`src/wpc_pkg.sv`:
```
package wpc_pkg;

  localparam int WINDOW_LEN_DEF = 64;
  localparam int REACH          = 3;
  localparam int WIN_CNT        = 2 * REACH + 1;
  localparam int VAL_W          = 24;
  localparam int GAP_W          = 6;
  localparam int CNT_W          = 6;
  localparam int CFG_IDX_W      = 2;
  localparam int QUEUE_DEPTH    = 2;

  localparam logic [CFG_IDX_W-1:0] REG_THRESHOLD = 2'd0;
  localparam logic [CFG_IDX_W-1:0] REG_MIN_GAP   = 2'd1;
  localparam logic [CFG_IDX_W-1:0] REG_MAX_GAP   = 2'd2;

  localparam logic [VAL_W-1:0] THRESHOLD_RST = '0;
  localparam logic [GAP_W-1:0] MIN_GAP_RST   = 6'd1;
  localparam logic [GAP_W-1:0] MAX_GAP_RST   = 6'd63;
  localparam logic [CNT_W-1:0] CNT_MAX       = 6'd63;

  typedef struct packed {
    logic [VAL_W-1:0] threshold;
    logic [GAP_W-1:0] min_gap;
    logic [GAP_W-1:0] max_gap;
  } wpc_cfg_t;

  typedef struct packed {
    logic [VAL_W-1:0] value;
    logic             full;
  } wpc_item_t;

endpackage

```
`src/wpc_in_if.sv`:
```
interface wpc_in_if;
  import wpc_pkg::*;

  logic             valid;
  logic             ready;
  logic [VAL_W-1:0] new_value;

  modport source (output valid, output new_value, input ready);
  modport sink   (input valid, input new_value, output ready);
endinterface

```
`src/wpc_out_if.sv`:
```
interface wpc_out_if;
  import wpc_pkg::*;

  logic             valid;
  logic             ready;
  logic [CNT_W-1:0] peak_count;
  logic             spacing_failed;

  modport source (output valid, output peak_count, output spacing_failed, input ready);
  modport sink   (input valid, input peak_count, input spacing_failed, output ready);
endinterface

```
`src/wpc_front.sv`:
```
module wpc_front #(
  parameter int WINDOW_LEN = wpc_pkg::WINDOW_LEN_DEF
) (
  input  logic              clk,
  input  logic              rst_n,
  wpc_in_if.sink            in_ch,
  output logic              push_valid,
  output wpc_pkg::wpc_item_t push_item,
  input  logic              push_ready
);
  import wpc_pkg::*;

  localparam int PW = $clog2(WINDOW_LEN + 1);
  localparam logic [PW-1:0] LEN_P = PW'(WINDOW_LEN);

  logic [PW-1:0] fill_r;
  logic          accept;

  assign in_ch.ready     = push_ready;
  assign accept          = in_ch.valid && push_ready;
  assign push_valid      = in_ch.valid;
  assign push_item.value = in_ch.new_value;
  // window is full once this item lands
  assign push_item.full  = (fill_r >= (LEN_P - PW'(1)));

  always_ff @(posedge clk) begin
    if (!rst_n) begin
      fill_r <= '0;
    end else if (accept && (fill_r != LEN_P)) begin
      fill_r <= fill_r + PW'(1);
    end
  end

endmodule

```
`src/wpc_queue.sv`:
```
module wpc_queue (
  input  logic               clk,
  input  logic               rst_n,
  input  logic               push_valid,
  input  wpc_pkg::wpc_item_t push_item,
  output logic               push_ready,
  output logic               pop_valid,
  output wpc_pkg::wpc_item_t pop_item,
  input  logic               pop_ready
);
  import wpc_pkg::*;

  localparam int QAW = $clog2(QUEUE_DEPTH);
  localparam int QCW = $clog2(QUEUE_DEPTH + 1);
  localparam logic [QAW-1:0] PTR_LAST = QAW'(QUEUE_DEPTH - 1);
  localparam logic [QCW-1:0] CNT_FULL = QCW'(QUEUE_DEPTH);

  wpc_item_t      slot_r [QUEUE_DEPTH];
  logic [QAW-1:0] wr_ptr_r;
  logic [QAW-1:0] rd_ptr_r;
  logic [QCW-1:0] count_r;
  logic           do_push;
  logic           do_pop;

  assign push_ready = (count_r != CNT_FULL);
  assign pop_valid  = (count_r != '0);
  assign pop_item   = slot_r[rd_ptr_r];
  assign do_push    = push_valid && push_ready;
  assign do_pop     = pop_valid && pop_ready;

  always_ff @(posedge clk) begin
    if (do_push) begin
      slot_r[wr_ptr_r] <= push_item;
    end
  end

  always_ff @(posedge clk) begin
    if (!rst_n) begin
      wr_ptr_r <= '0;
      rd_ptr_r <= '0;
      count_r  <= '0;
    end else begin
      if (do_push) begin
        wr_ptr_r <= (wr_ptr_r == PTR_LAST) ? '0 : wr_ptr_r + QAW'(1);
      end
      if (do_pop) begin
        rd_ptr_r <= (rd_ptr_r == PTR_LAST) ? '0 : rd_ptr_r + QAW'(1);
      end
      if (do_push && !do_pop) begin
        count_r <= count_r + QCW'(1);
      end else if (do_pop && !do_push) begin
        count_r <= count_r - QCW'(1);
      end
    end
  end

endmodule

```
`src/wpc_back.sv`:
```
module wpc_back #(
  parameter int WINDOW_LEN = wpc_pkg::WINDOW_LEN_DEF
) (
  input  logic               clk,
  input  logic               rst_n,
  input  wpc_pkg::wpc_cfg_t  cfg,
  input  logic               q_valid,
  input  wpc_pkg::wpc_item_t q_item,
  output logic               q_ready,
  wpc_out_if.source          out_ch
);
  import wpc_pkg::*;

  localparam int AW    = $clog2(WINDOW_LEN);
  localparam int PW    = $clog2(WINDOW_LEN + 1);
  localparam int GW    = (PW > GAP_W) ? PW : GAP_W;
  localparam int SUM_W = VAL_W + AW;
  localparam logic [PW-1:0]    LEN_P    = PW'(WINDOW_LEN);
  localparam logic [AW-1:0]    ADDR_TOP = AW'(WINDOW_LEN - 1);
  localparam logic [SUM_W-1:0] LEN_S    = SUM_W'(WINDOW_LEN);
  localparam logic [PW-1:0]    WIN_P    = PW'(WIN_CNT);
  localparam logic [PW-1:0]    CTR_OFS  = PW'(REACH + 1);

  typedef enum logic [1:0] {S_IDLE, S_SUM, S_PEAK, S_RESULT} state_t;

  logic [VAL_W-1:0] mem [WINDOW_LEN];
  logic [VAL_W-1:0] rd_data_r;

  state_t           state_r;
  logic [AW-1:0]    wp_r;
  logic [AW-1:0]    base_r;
  logic [AW-1:0]    addr_r;
  logic [PW-1:0]    k_r;
  logic [PW-1:0]    rx_r;
  logic             rd_vld_r;
  logic             eval_r;
  logic [SUM_W-1:0] sum_r;
  logic [VAL_W-1:0] win_r [WIN_CNT];
  logic [PW-1:0]    cnt_r;
  logic [PW-1:0]    last_r;
  logic             fail_r;
  logic             out_vld_r;
  logic [CNT_W-1:0] out_cnt_r;
  logic             out_fail_r;

  logic             rd_en;
  logic             mem_we;
  logic [AW-1:0]    addr_dec;
  logic [AW-1:0]    wp_nxt;
  logic [SUM_W-1:0] prod;
  logic             nb_ok;
  logic             peak_hit;
  logic [PW-1:0]    ctr_pos;
  logic [GW-1:0]    gap;
  logic             gap_bad;
  logic [GW-1:0]    cnt_ext;
  logic             reject;
  logic [CNT_W-1:0] cnt_sat;

  assign q_ready  = (state_r == S_IDLE);
  assign mem_we   = q_valid && q_ready;
  assign rd_en    = ((state_r == S_SUM) || (state_r == S_PEAK)) && (k_r != LEN_P);
  assign addr_dec = (addr_r == '0) ? ADDR_TOP : addr_r - AW'(1);
  assign wp_nxt   = (wp_r == ADDR_TOP) ? '0 : wp_r + AW'(1);

  always_ff @(posedge clk) begin
    if (mem_we) begin
      mem[wp_r] <= q_item.value;
    end
    if (rd_en) begin
      rd_data_r <= mem[addr_r];
    end
  end

  // peak test on the center of the seven-value neighborhood
  always_comb begin
    nb_ok = 1'b1;
    for (int i = 0; i < WIN_CNT; i++) begin
      if (win_r[i] > win_r[REACH]) begin
        nb_ok = 1'b0;
      end
    end
  end

  assign prod     = SUM_W'(win_r[REACH]) * LEN_S;
  assign ctr_pos  = rx_r - CTR_OFS;
  assign peak_hit = (state_r == S_PEAK) && eval_r && (rx_r >= WIN_P) && nb_ok &&
                    (win_r[REACH] >= cfg.threshold) && (prod >= sum_r);
  assign gap      = GW'(ctr_pos - last_r);
  assign gap_bad  = (gap < GW'(cfg.min_gap)) || (gap > GW'(cfg.max_gap));

  assign cnt_ext  = GW'(cnt_r);
  assign reject   = (cnt_r > PW'(1)) && fail_r;
  assign cnt_sat  = (cnt_ext > GW'(CNT_MAX)) ? CNT_MAX : cnt_ext[CNT_W-1:0];

  assign out_ch.valid          = out_vld_r;
  assign out_ch.peak_count     = out_cnt_r;
  assign out_ch.spacing_failed = out_fail_r;

  always_ff @(posedge clk) begin
    if (!rst_n) begin
      state_r   <= S_IDLE;
      wp_r      <= '0;
      k_r       <= '0;
      rx_r      <= '0;
      rd_vld_r  <= 1'b0;
      eval_r    <= 1'b0;
      out_vld_r <= 1'b0;
    end else begin
      rd_vld_r <= rd_en;
      eval_r   <= 1'b0;
      if (out_vld_r && out_ch.ready && (state_r != S_RESULT)) begin
        out_vld_r <= 1'b0;
      end
      unique case (state_r)
        S_IDLE: begin
          if (q_valid) begin
            wp_r    <= wp_nxt;
            base_r  <= wp_r;
            addr_r  <= wp_r;
            k_r     <= '0;
            rx_r    <= '0;
            sum_r   <= '0;
            cnt_r   <= '0;
            last_r  <= '0;
            fail_r  <= 1'b0;
            state_r <= q_item.full ? S_SUM : S_RESULT;
          end
        end
        S_SUM: begin
          if (rd_en) begin
            addr_r <= addr_dec;
            k_r    <= k_r + PW'(1);
          end
          if (rd_vld_r) begin
            sum_r <= sum_r + SUM_W'(rd_data_r);
          end
          if ((k_r == LEN_P) && !rd_vld_r) begin
            k_r     <= '0;
            addr_r  <= base_r;
            state_r <= S_PEAK;
          end
        end
        S_PEAK: begin
          if (rd_en) begin
            addr_r <= addr_dec;
            k_r    <= k_r + PW'(1);
          end
          if (rd_vld_r) begin
            win_r[0] <= rd_data_r;
            for (int i = 1; i < WIN_CNT; i++) begin
              win_r[i] <= win_r[i-1];
            end
            rx_r   <= rx_r + PW'(1);
            eval_r <= 1'b1;
          end
          if (peak_hit) begin
            if ((cnt_r != '0) && gap_bad) begin
              fail_r <= 1'b1;
            end
            last_r <= ctr_pos;
            cnt_r  <= cnt_r + PW'(1);
          end
          if ((k_r == LEN_P) && !rd_vld_r && !eval_r) begin
            state_r <= S_RESULT;
          end
        end
        S_RESULT: begin
          if (!out_vld_r || out_ch.ready) begin
            out_vld_r  <= 1'b1;
            out_cnt_r  <= reject ? '0 : cnt_sat;
            out_fail_r <= reject;
            state_r    <= S_IDLE;
          end
        end
      endcase
    end
  end

`ifndef SYNTHESIS
  a_issue_bound: assert property (@(posedge clk) disable iff (!rst_n)
    k_r <= LEN_P) else $error("read issue count past window length");

  a_rx_behind_issue: assert property (@(posedge clk) disable iff (!rst_n)
    (state_r == S_PEAK) |-> (rx_r <= k_r)) else $error("received more reads than issued");

  a_fail_zero_count: assert property (@(posedge clk) disable iff (!rst_n)
    (out_vld_r && out_fail_r) |-> (out_cnt_r == '0))
    else $error("spacing failure with nonzero count");

  a_no_pop_busy: assert property (@(posedge clk) disable iff (!rst_n)
    (state_r != S_IDLE) |=> $stable(wp_r)) else $error("ring written while scanning");
`endif

endmodule

```
`src/windowed_peak_counter.sv`:
```
// channel   dir   handshake            payload
// in_ch     in    valid/ready          new_value[23:0]
// out_ch    out   valid/ready          peak_count[5:0], spacing_failed
// cfg_*     in    cfg_we (no stall)    cfg_index[1:0], cfg_wdata[23:0]
//
// item before the window is full: the queue registers it on input accept, and from
//   the queue head it goes straight to S_RESULT, which registers the result
// full window: from the queue head, two passes over the ring
//   (sum, then peak scan) through its single read port
// reset clears control and config; ring contents are undefined until written
// a two-item queue takes input while the back end scans; the result register
//   holds its item until out_ch takes it
module windowed_peak_counter #(
  parameter int WINDOW_LEN = wpc_pkg::WINDOW_LEN_DEF
) (
  input  logic                           clk,
  input  logic                           rst_n,
  wpc_in_if.sink                         in_ch,
  wpc_out_if.source                      out_ch,
  input  logic                           cfg_we,
  input  logic [wpc_pkg::CFG_IDX_W-1:0]  cfg_index,
  input  logic [wpc_pkg::VAL_W-1:0]      cfg_wdata
);
  import wpc_pkg::*;

  wpc_cfg_t  cfg_r;
  logic      push_valid;
  wpc_item_t push_item;
  logic      push_ready;
  logic      q_valid;
  wpc_item_t q_item;
  logic      q_ready;

  always_ff @(posedge clk) begin
    if (!rst_n) begin
      cfg_r.threshold <= THRESHOLD_RST;
      cfg_r.min_gap   <= MIN_GAP_RST;
      cfg_r.max_gap   <= MAX_GAP_RST;
    end else if (cfg_we) begin
      unique case (cfg_index)
        REG_THRESHOLD: cfg_r.threshold <= cfg_wdata;
        REG_MIN_GAP:   cfg_r.min_gap   <= cfg_wdata[GAP_W-1:0];
        REG_MAX_GAP:   cfg_r.max_gap   <= cfg_wdata[GAP_W-1:0];
        default: begin
        end
      endcase
    end
  end

  wpc_front #(
    .WINDOW_LEN (WINDOW_LEN)
  ) u_front (
    .clk        (clk),
    .rst_n      (rst_n),
    .in_ch      (in_ch),
    .push_valid (push_valid),
    .push_item  (push_item),
    .push_ready (push_ready)
  );

  wpc_queue u_queue (
    .clk        (clk),
    .rst_n      (rst_n),
    .push_valid (push_valid),
    .push_item  (push_item),
    .push_ready (push_ready),
    .pop_valid  (q_valid),
    .pop_item   (q_item),
    .pop_ready  (q_ready)
  );

  wpc_back #(
    .WINDOW_LEN (WINDOW_LEN)
  ) u_back (
    .clk     (clk),
    .rst_n   (rst_n),
    .cfg     (cfg_r),
    .q_valid (q_valid),
    .q_item  (q_item),
    .q_ready (q_ready),
    .out_ch  (out_ch)
  );

endmodule

```
`src/flat_wrapper.sv`:
```
// flat-port wrapper written by rule: the top's interface ports become plain ports
module windowed_peak_counter_flat import wpc_pkg::*;
#(
  parameter int WINDOW_LEN = wpc_pkg::WINDOW_LEN_DEF
)
  (clk, rst_n, cfg_we, cfg_index, cfg_wdata, in_ch_valid, in_ch_new_value, in_ch_ready, out_ch_valid, out_ch_peak_count, out_ch_spacing_failed, out_ch_ready);
  wpc_in_if in_ch_i ();
  wpc_out_if out_ch_i ();
  input  logic clk;
  input  logic rst_n;
  input  logic cfg_we;
  input  logic [wpc_pkg::CFG_IDX_W-1:0] cfg_index;
  input  logic [wpc_pkg::VAL_W-1:0] cfg_wdata;
  input wire logic [$bits(in_ch_i.valid)-1:0] in_ch_valid;
  input wire logic [$bits(in_ch_i.new_value)-1:0] in_ch_new_value;
  output wire logic [$bits(in_ch_i.ready)-1:0] in_ch_ready;
  output wire logic [$bits(out_ch_i.valid)-1:0] out_ch_valid;
  output wire logic [$bits(out_ch_i.peak_count)-1:0] out_ch_peak_count;
  output wire logic [$bits(out_ch_i.spacing_failed)-1:0] out_ch_spacing_failed;
  input wire logic [$bits(out_ch_i.ready)-1:0] out_ch_ready;
  assign in_ch_i.valid = in_ch_valid;
  assign in_ch_i.new_value = in_ch_new_value;
  assign in_ch_ready = in_ch_i.ready;
  assign out_ch_valid = out_ch_i.valid;
  assign out_ch_peak_count = out_ch_i.peak_count;
  assign out_ch_spacing_failed = out_ch_i.spacing_failed;
  assign out_ch_i.ready = out_ch_ready;
  windowed_peak_counter #(.WINDOW_LEN(WINDOW_LEN)) u_core (.clk(clk), .rst_n(rst_n), .in_ch(in_ch_i), .out_ch(out_ch_i), .cfg_we(cfg_we), .cfg_index(cfg_index), .cfg_wdata(cfg_wdata));
endmodule
```
`config.mk`:
```
export PLATFORM = sky130hd
export DESIGN_NAME = windowed_peak_counter_flat
export DESIGN_NICKNAME = d
export VERILOG_FILES = /design/src/wpc_pkg.sv /design/src/wpc_in_if.sv /design/src/wpc_out_if.sv /design/src/wpc_front.sv /design/src/wpc_queue.sv /design/src/wpc_back.sv /design/src/windowed_peak_counter.sv /design/src/flat_wrapper.sv
export SDC_FILE = /design/constraint.sdc
export NUM_CORES = 2
export LEC_CHECK = 0
export BUFFER_PORTS_ARGS = -buffer_cell sky130_fd_sc_hd__buf_2
export CAP_MARGIN = 0
export CORE_MARGIN = 2
export CORE_UTILIZATION = 30
export DETAILED_ROUTE_END_ITERATION = 16
export GPL_ROUTABILITY_DRIVEN = 1
export SLEW_MARGIN = 20
export SYNTH_ARGS = -nofsm -noshare
export SYNTH_HDL_FRONTEND = slang
export SYNTH_SLANG_ARGS = --single-unit
```
`constraint.sdc`:
```
create_clock -name clk -period 6.9 [get_ports clk]
set_clock_uncertainty 0.15 [all_clocks]
set_input_delay 0.345 -clock clk [delete_from_list [all_inputs] [get_ports clk]]
set_output_delay 0.345 -clock clk [all_outputs]
set_load 0.05 [all_outputs]
```
Word-level counts from Yosys, hierarchy flattened
Memories as Yosys holds them, arrays and structs flattened. A register that Yosys moved wholly into a read port is not among the register bits.
Index checks and enable logic that the tools add are counted.
{"block": "word_totals", "regBits": 136, "ram_bits": 1754, "in_bits": 55, "out_inout_bits": 9, "wordCells": 173, "mem_count": 3}
{"block": "classes", "n_addsub": 13, "magnitude_cmp": 15, "eq_ne": 19, "n_mux": 54, "reduce_logical": 47}
{"name": "u_core.u_back.mem", "words": 64, "width": 24, "rd": 1, "rd_ports_with_merged_regs": 1, "write_ports": 1, "line": "wpc_back.sv:26", "text": "logic [VAL_W-1:0] mem [WINDOW_LEN];"}
{"name": "u_core.u_back.win_r", "words": 7, "width": 24, "rd": 7, "rd_ports_with_merged_regs": 0, "write_ports": 7, "line": "wpc_back.sv:38", "text": "logic [VAL_W-1:0] win_r [WIN_CNT];"}
{"name": "u_core.u_queue.slot_r", "words": 2, "width": 25, "rd": 1, "rd_ports_with_merged_regs": 1, "write_ports": 1, "line": "wpc_queue.sv:18", "text": "wpc_item_t slot_r [QUEUE_DEPTH];"}
{"op": "$gt 24x24->1", "n": 7}
{"op": "$mux 30", "n": 2}
{"op": "$pmux 30 s2", "n": 1}
{"op": "$mux 7", "n": 6}
{"op": "$pmux 7 s2", "n": 3}
{"op": "$mux 6", "n": 6}
{"op": "$add 30x24->30", "n": 1}
{"op": "$ge 30x30->1", "n": 1}
{"op": "$add 7x1->7 const B", "n": 4}
{"op": "$mux 1", "n": 25}
{"op": "$ge 24x24->1", "n": 1}
{"op": "$pmux 7 s3", "n": 1}
{"op": "$pmux 6 s3", "n": 1}
{"op": "$logic_and 1x1->1", "n": 17}
{"op": "$mux 2", "n": 7}
{"op": "$ne 2x2->1 const B", "n": 7}
{"op": "$ne 7x7->1 const B", "n": 2}
{"op": "$reduce_and 3->1", "n": 4}
{"op": "$reduce_and 4->1", "n": 3}
{"op": "$reduce_and 2->1", "n": 5}
{"op": "$pmux 2 s4", "n": 1}
{"op": "$reduce_bool 2->1", "n": 4}
{"op": "$eq 7x7->1 const B", "n": 1}
{"op": "$ge 7x3->1 const B", "n": 1}
{"op": "24 further kinds", "n": 37}

Logic depth before layout (Yosys ltp)
An unclocked memory read counts as a cell.
{"block": "logic_depth", "depth_word": 14, "mapped_depth": 15, "mapped_depth_nobuf": 15}

Cells and area by module
A second synthesis with hierarchy kept.
{"block": "hier_totals", "cells_unflattened": 4577, "area_unflattened_um2": 79324.8}
{"module": "wpc_back", "instances": 1, "cells_per_inst": 4252, "area_per_inst_um2": 75244.7, "seq_area_each_um2": 54312.1}
{"module": "wpc_queue", "instances": 1, "cells_per_inst": 102, "area_per_inst_um2": 2040.7, "seq_area_each_um2": 1601.5}
{"module": "windowed_peak_counter", "instances": 1, "cells_per_inst": 153, "area_per_inst_um2": 1482.7, "seq_area_each_um2": 720.7}
{"module": "wpc_front", "instances": 1, "cells_per_inst": 70, "area_per_inst_um2": 556.8, "seq_area_each_um2": 140.1}

Worst setup path after synthesis
No wires, ideal clock.
{"block": "synth_path", "kind": "reg2reg", "start": "register u_core.u_back.state_r[0]", "end": "register u_core.u_back.eval_r", "arrival_ns": 4.849, "t_required_ns": 6.193, "path_slack_ns": 1.345, "stages_incl_launch_ff": 5, "path_buffers": 1, "cell_sequence": "dfxtp_1 inv_1 ha_1 clkbuf_1 and3_1"}
{"block": "synth_via", "elab_chain_len": 3}
{"element": "start, declared", "line": "wpc_back.sv:29", "text": "state_t state_r;"}
{"element": "start signal, assigned", "line": "wpc_back.sv:127", "text": "state_r <= q_item.full ? S_SUM : S_RESULT;"}
{"element": "$eq 2x2->1", "line": "wpc_back.sv:115", "text": "unique case (state_r)"}
{"element": "$mux 1 (2 in a row)"}
{"element": "end signal, assigned", "line": "wpc_back.sv:107", "text": "eval_r <= 1'b0;"}
{"element": "end signal, assigned", "line": "wpc_back.sv:111", "text": "eval_r <= 1'b0;"}
{"element": "end signal, assigned", "line": "wpc_back.sv:155", "text": "eval_r <= 1'b1;"}
{"element": "end, declared", "line": "wpc_back.sv:36", "text": "logic eval_r;"}
No other way between the ends.
A chain may end at the register's enable or synchronous reset.

Final worst setup path
{"block": "layout_path", "start": "register u_core.u_back.state_r[0]", "end": "memory u_core.u_back.mem[11][14], enable pin"}
{"block": "layout_via", "elab_chain_len": 4}
{"element": "$logic_not 2->1", "line": "wpc_back.sv:60", "text": "assign q_ready = (state_r == S_IDLE);"}
{"element": "$logic_and 1x1->1", "line": "wpc_back.sv:61", "text": "assign mem_we = q_valid && q_ready;"}
{"element": "$mux 1", "line": "wpc_back.sv:67", "text": "if (mem_we) begin"}
{"element": "$mux 1 (implied by the code)", "line": "wpc_back.sv:68", "text": "mem[wp_r] <= q_item.value;"}
{"element": "end, declared", "line": "wpc_back.sv:26"}
No other way between the ends.

==> impl_metrics.json <==
{
  "grt_max_degree": 147,
  "rsz0062_at_grt": "false",
  "vias_per_cell": 5.05,
  "setup_viol": 0,
  "io_pins": 64,
  "r2r-start": "u_core.u_back.state_r[0]",
  "ys_dominant_reg_cell": "edfxtp_1",
  "fp.coreArea_um2": 262000,
  "wl_per_cell_um": 24.1,
  "numClockSinks": 1915,
  "post_cts_resized": 0,
  "synth_edf_count": 1842,
  "synth-seq-cells": 1915,
  "cts-root-buf": "clkbuf_16",
  "first_pass_iters": 5,
  "crit_fanout": 24,
  "drcViolationCount": 0,
  "grt_pass1_vias": 42900,
  "hold_class": "primary input to flop",
  "yosysTopAreaCell": "edfxtp_1",
  "synthCells": 4580,
  "min_from": "rst_n",
  "overflow": 0,
  "min_to": "u_core.u_back.eval_r",
  "synth_cell_type_count": 90,
  "fp.dieW_um": 517,
  "tns_ns": 0,
  "clock.fmax_mhz": 244,
  "clk_latency_ns": 0.82,
  "p_int_mw": 23.4,
  "power_density_nw_per_um2": 387,
  "cp-end-kind": "flop",
  "worst_slew_pin_slew_ns": 1.17,
  "ys_warn_count": 0,
  "async_flop_share_pct": 0,
  "cts_tree": "yes",
  "crit_required_ns": 7.18,
  "reg2regPathDepth": 7,
  "clkPwrFrac_pct": 29.1,
  "setup_ws_ns": 2.80,
  "vias": 43000,
  "ys_top_cells_by_area": "edfxtp_1 70%, mux4_2 6.5%, ha_1 4.0%, mux2i_1 4.0%, dfxtp_1 1.8%",
  "grt_usage_pct": 15.0,
  "place.gp.congestion": 0.841,
  "p_leak_nw": 29.9,
  "grt_antenna_before_repair": 5,
  "fin_nets": 5141,
  "r2r-end": "u_core.u_back.mem[11][14]",
  "io_buffers": 63,
  "start_util_pct": 30.1,
  "pwr-share-seq_pct": 40.8,
  "synth.net_count": 4889,
  "dieArea_um2": 268000,
  "maxSlewHeadroom_pct": 21.5,
  "maxSlewViolCount": 0,
  "drt-total-wl_um": 205000,
  "timing_worst_setup_path_type": "flop to flop",
  "finalHoldViolations": 0,
  "post-route-period-util_pct": 59.4,
  "comb_power_share_pct": 30.1,
  "cts_made_buffers": 190,
  "dp_hpwl_um": 118000,
  "power_mw": 35.3,
  "preCtsSetupSlack_ns": 2.84,
  "cts.htree.levels": 4,
  "ir_drop_mv": 0.374,
  "grt_pass1_wl_um": 295000,
  "r2r_slack_ns": 2.80,
  "switching_power_mw": 11.9,
  "die_h_um": 517,
  "synth.top_cell.area_share_pct": 70.0,
  "yosysSeqAreaShare_pct": 71.8,
  "drv_cap": 0,
  "status": "finished, final reports clean",
  "cts.clk_slew.worst_paths_ns": 0.06,
  "postRouteAntennaNets": 0,
  "cts_buffer_depth": 3,
  "post-route-util_pct": 34.8,
  "arrival_ns": 4.38,
  "period_minus_slack_ns": 4.10,
  "netSwitchingFraction_pct": 33.6,
  "rows": 188,
  "avgSynthCellArea_um2": 17.3,
  "post_cts_buffers": 0,
  "area_growth_pct": 15.4,
  "worst_hold_path.num_cells": 2,
  "crit_path_start_kind": "flop",
  "synthesis.area_um2": 79000,
  "layout-drive-gt1-share_pct": 16.5,
  "first_iter_violations": 4295
}
-- how the worst max path moves through the flow --
stage | cells after the start | from | endpoint
6_report | 7 | u_core.u_back.state_r[0] | u_core.u_back.mem[11][14]
5_1_grt | 7 | u_core.u_back.state_r[1] | u_core.u_back.mem[11][0]
4_1_cts | 7 | u_core.u_back.state_r[0] | u_core.u_back.mem[11][4]
2_1_floorplan | 4 | u_core.u_back.state_r[0] | u_core.u_back.eval_r
3_5_place_dp | 7 | u_core.u_back.state_r[0] | u_core.u_back.mem[11][5]
3_3_place_gp | 7 | u_core.u_back.addr_r[1] | u_core.u_back.rd_data_r[5]
-- power groups by stage --
stage	Combinational [mW]	Clock [mW]	Sequential, mW
6_report	10.6	10.3	14.4
5_1_grt	11.3	10.9	14.5
4_1_cts	10.6	10.4	14.4
3_5_place_dp	10.6	0	14.7
3_3_place_gp	10.4	0	14.6
2_1_floorplan	6.93	0	14.4
-- cell usage in the layout, fill, tap and decap left out, types with 12 or more instances in the layout --
| cell type | n |
|---|---|
| o21ai_1 | 43 |
| bufinv_16 | 15 |
| nor3_1 | 25 |
| o21a_1 | 15 |
| o221ai_1 | 146 |
| o22ai_1 | 69 |
| inv_1 | 137 |
| nand4_1 | 44 |
| ha_1 | 252 |
| nor3_2 | 12 |
| nor2_2 | 31 |
| nor2b_1 | 22 |
| mux2_2 | 50 |
| dlygate4sd3_1 | 91 |
| mux2i_1 | 315 |
| buf_4 | 93 |
| a21boi_0 | 32 |
| buf_2 | 63 |
| o21ai_0 | 78 |
| nand2b_1 | 12 |
| nand2_1 | 163 |
| a22oi_1 | 19 |
| clkbuf_1 | 45 |
| nor2_4 | 33 |
| mux4_2 | 227 |
| nand3_1 | 42 |
| clkinv_2 | 31 |
| a211oi_1 | 27 |
| a21o_1 | 38 |
| mux2_1 | 17 |
| dfxtp_1 | 73 |
| and2_1 | 28 |
| nor2_1 | 168 |
| a21oi_1 | 241 |
| clkbuf_16 | 192 |
| edfxtp_1 | 1842 |
| clkinv_1 | 40 |
| xnor2_1 | 26 |
| xor2_1 | 22 |
-- layout make-up --
class	count	area, um2
antenna	4	10.0
multi-input combinational	2327	21200
clock inverter	107	1080
sequential	1915	56800
clock buffer	244	5070
timing repair buffer	259	2190
fill	24500	171000
tap	3515	4400
inverter	139	522
-- kinds of logic (layout without fill, tap and decap cells) --
kind of cell,after synthesis,count (layout),synth area share (%)
flip-flops,1915,1915,71.8
AO/OA/AOI/OAI,770,770,6.44
XOR/XNOR,48,48,0.532
other,0,4,0
AND/OR/NAND/NOR,646,646,3.86
multiplexers,609,609,11.4
buffers and inverters,338,749,1.86
adder cells (fa/ha/maj),254,254,4.04
-- Yosys cell counts (17+ instances only) --
master / count
xor2_1: 22
nor3_1: 36
nand2_1: 163
a21oi_1: 241
edfxtp_1: 1842
buf_2: 33
mux4_2: 227
a21boi_0: 32
mux2i_1: 315
buf_1: 24
ha_1: 252
nor2_1: 232
mux2_2: 50
buf_4: 37
a22oi_1: 19
a211oi_1: 27
clkbuf_1: 102
mux2_1: 17
xnor2_1: 26
nand3_1: 42
nand4_1: 44
o21ai_0: 81
inv_1: 137
dfxtp_1: 73
a21o_1: 38
and2_1: 28
o221ai_1: 146
o22ai_1: 69
nor2b_1: 24
o21ai_1: 40
-- metrics by stage --
stage / area (um2) / cells / hold WS, ns
2_1_floorplan: 79000 / 4580 / 0.270
3_3_place_gp: 84000 / 8059 / 0.290
3_5_place_dp: 84100 / 8062 / 0.287
4_1_cts: 91200 / 8504 / 0.0291
5_1_grt: 91200 / 8506 / 0.0655
6_report: 91200 / 8510 / 0.0814
-- metal layers --
| layer | up-vias | global-route usage, % | routed length [um] |
|---|---|---|---|
| li1 | 18900 | - | - |
| met1 | 22400 | 20.0 | 87200 |
| met2 | 1429 | 25.0 | 99200 |
| met3 | 269 | 2.72 | 13500 |
| met4 | 2 | 4.11 | 4980 |
| met5 | - | 0 | 14 |
-- registers in the layout, indices dropped and copies added, names as in the netlist, 24 cells and up, named ones only --
register / count
u_core.cfg_r: 36
u_core.u_back.mem: 1536
u_core.u_back.rd_data_r: 24
u_core.u_back.sum_r: 30
u_core.u_back.win_r: 168
u_core.u_queue.slot_r: 50
-- timing repair --
item / in CTS / in global routing
hold buffers: 91 / 0
hold endpoints to repair: 87 / 0
setup endpoints to repair: 0 / 0
-- critical path, cell delays in order, from the launching register on --
cell,delay (ns)
dfxtp_1,0.34
inv_1,0.10
ha_1,0.30
o21a_1,0.30
clkinv_1,0.28
nor2_1,0.55
nand3_1,0.67
nor2_4,0.99
(Power assumes the default switching activity.)
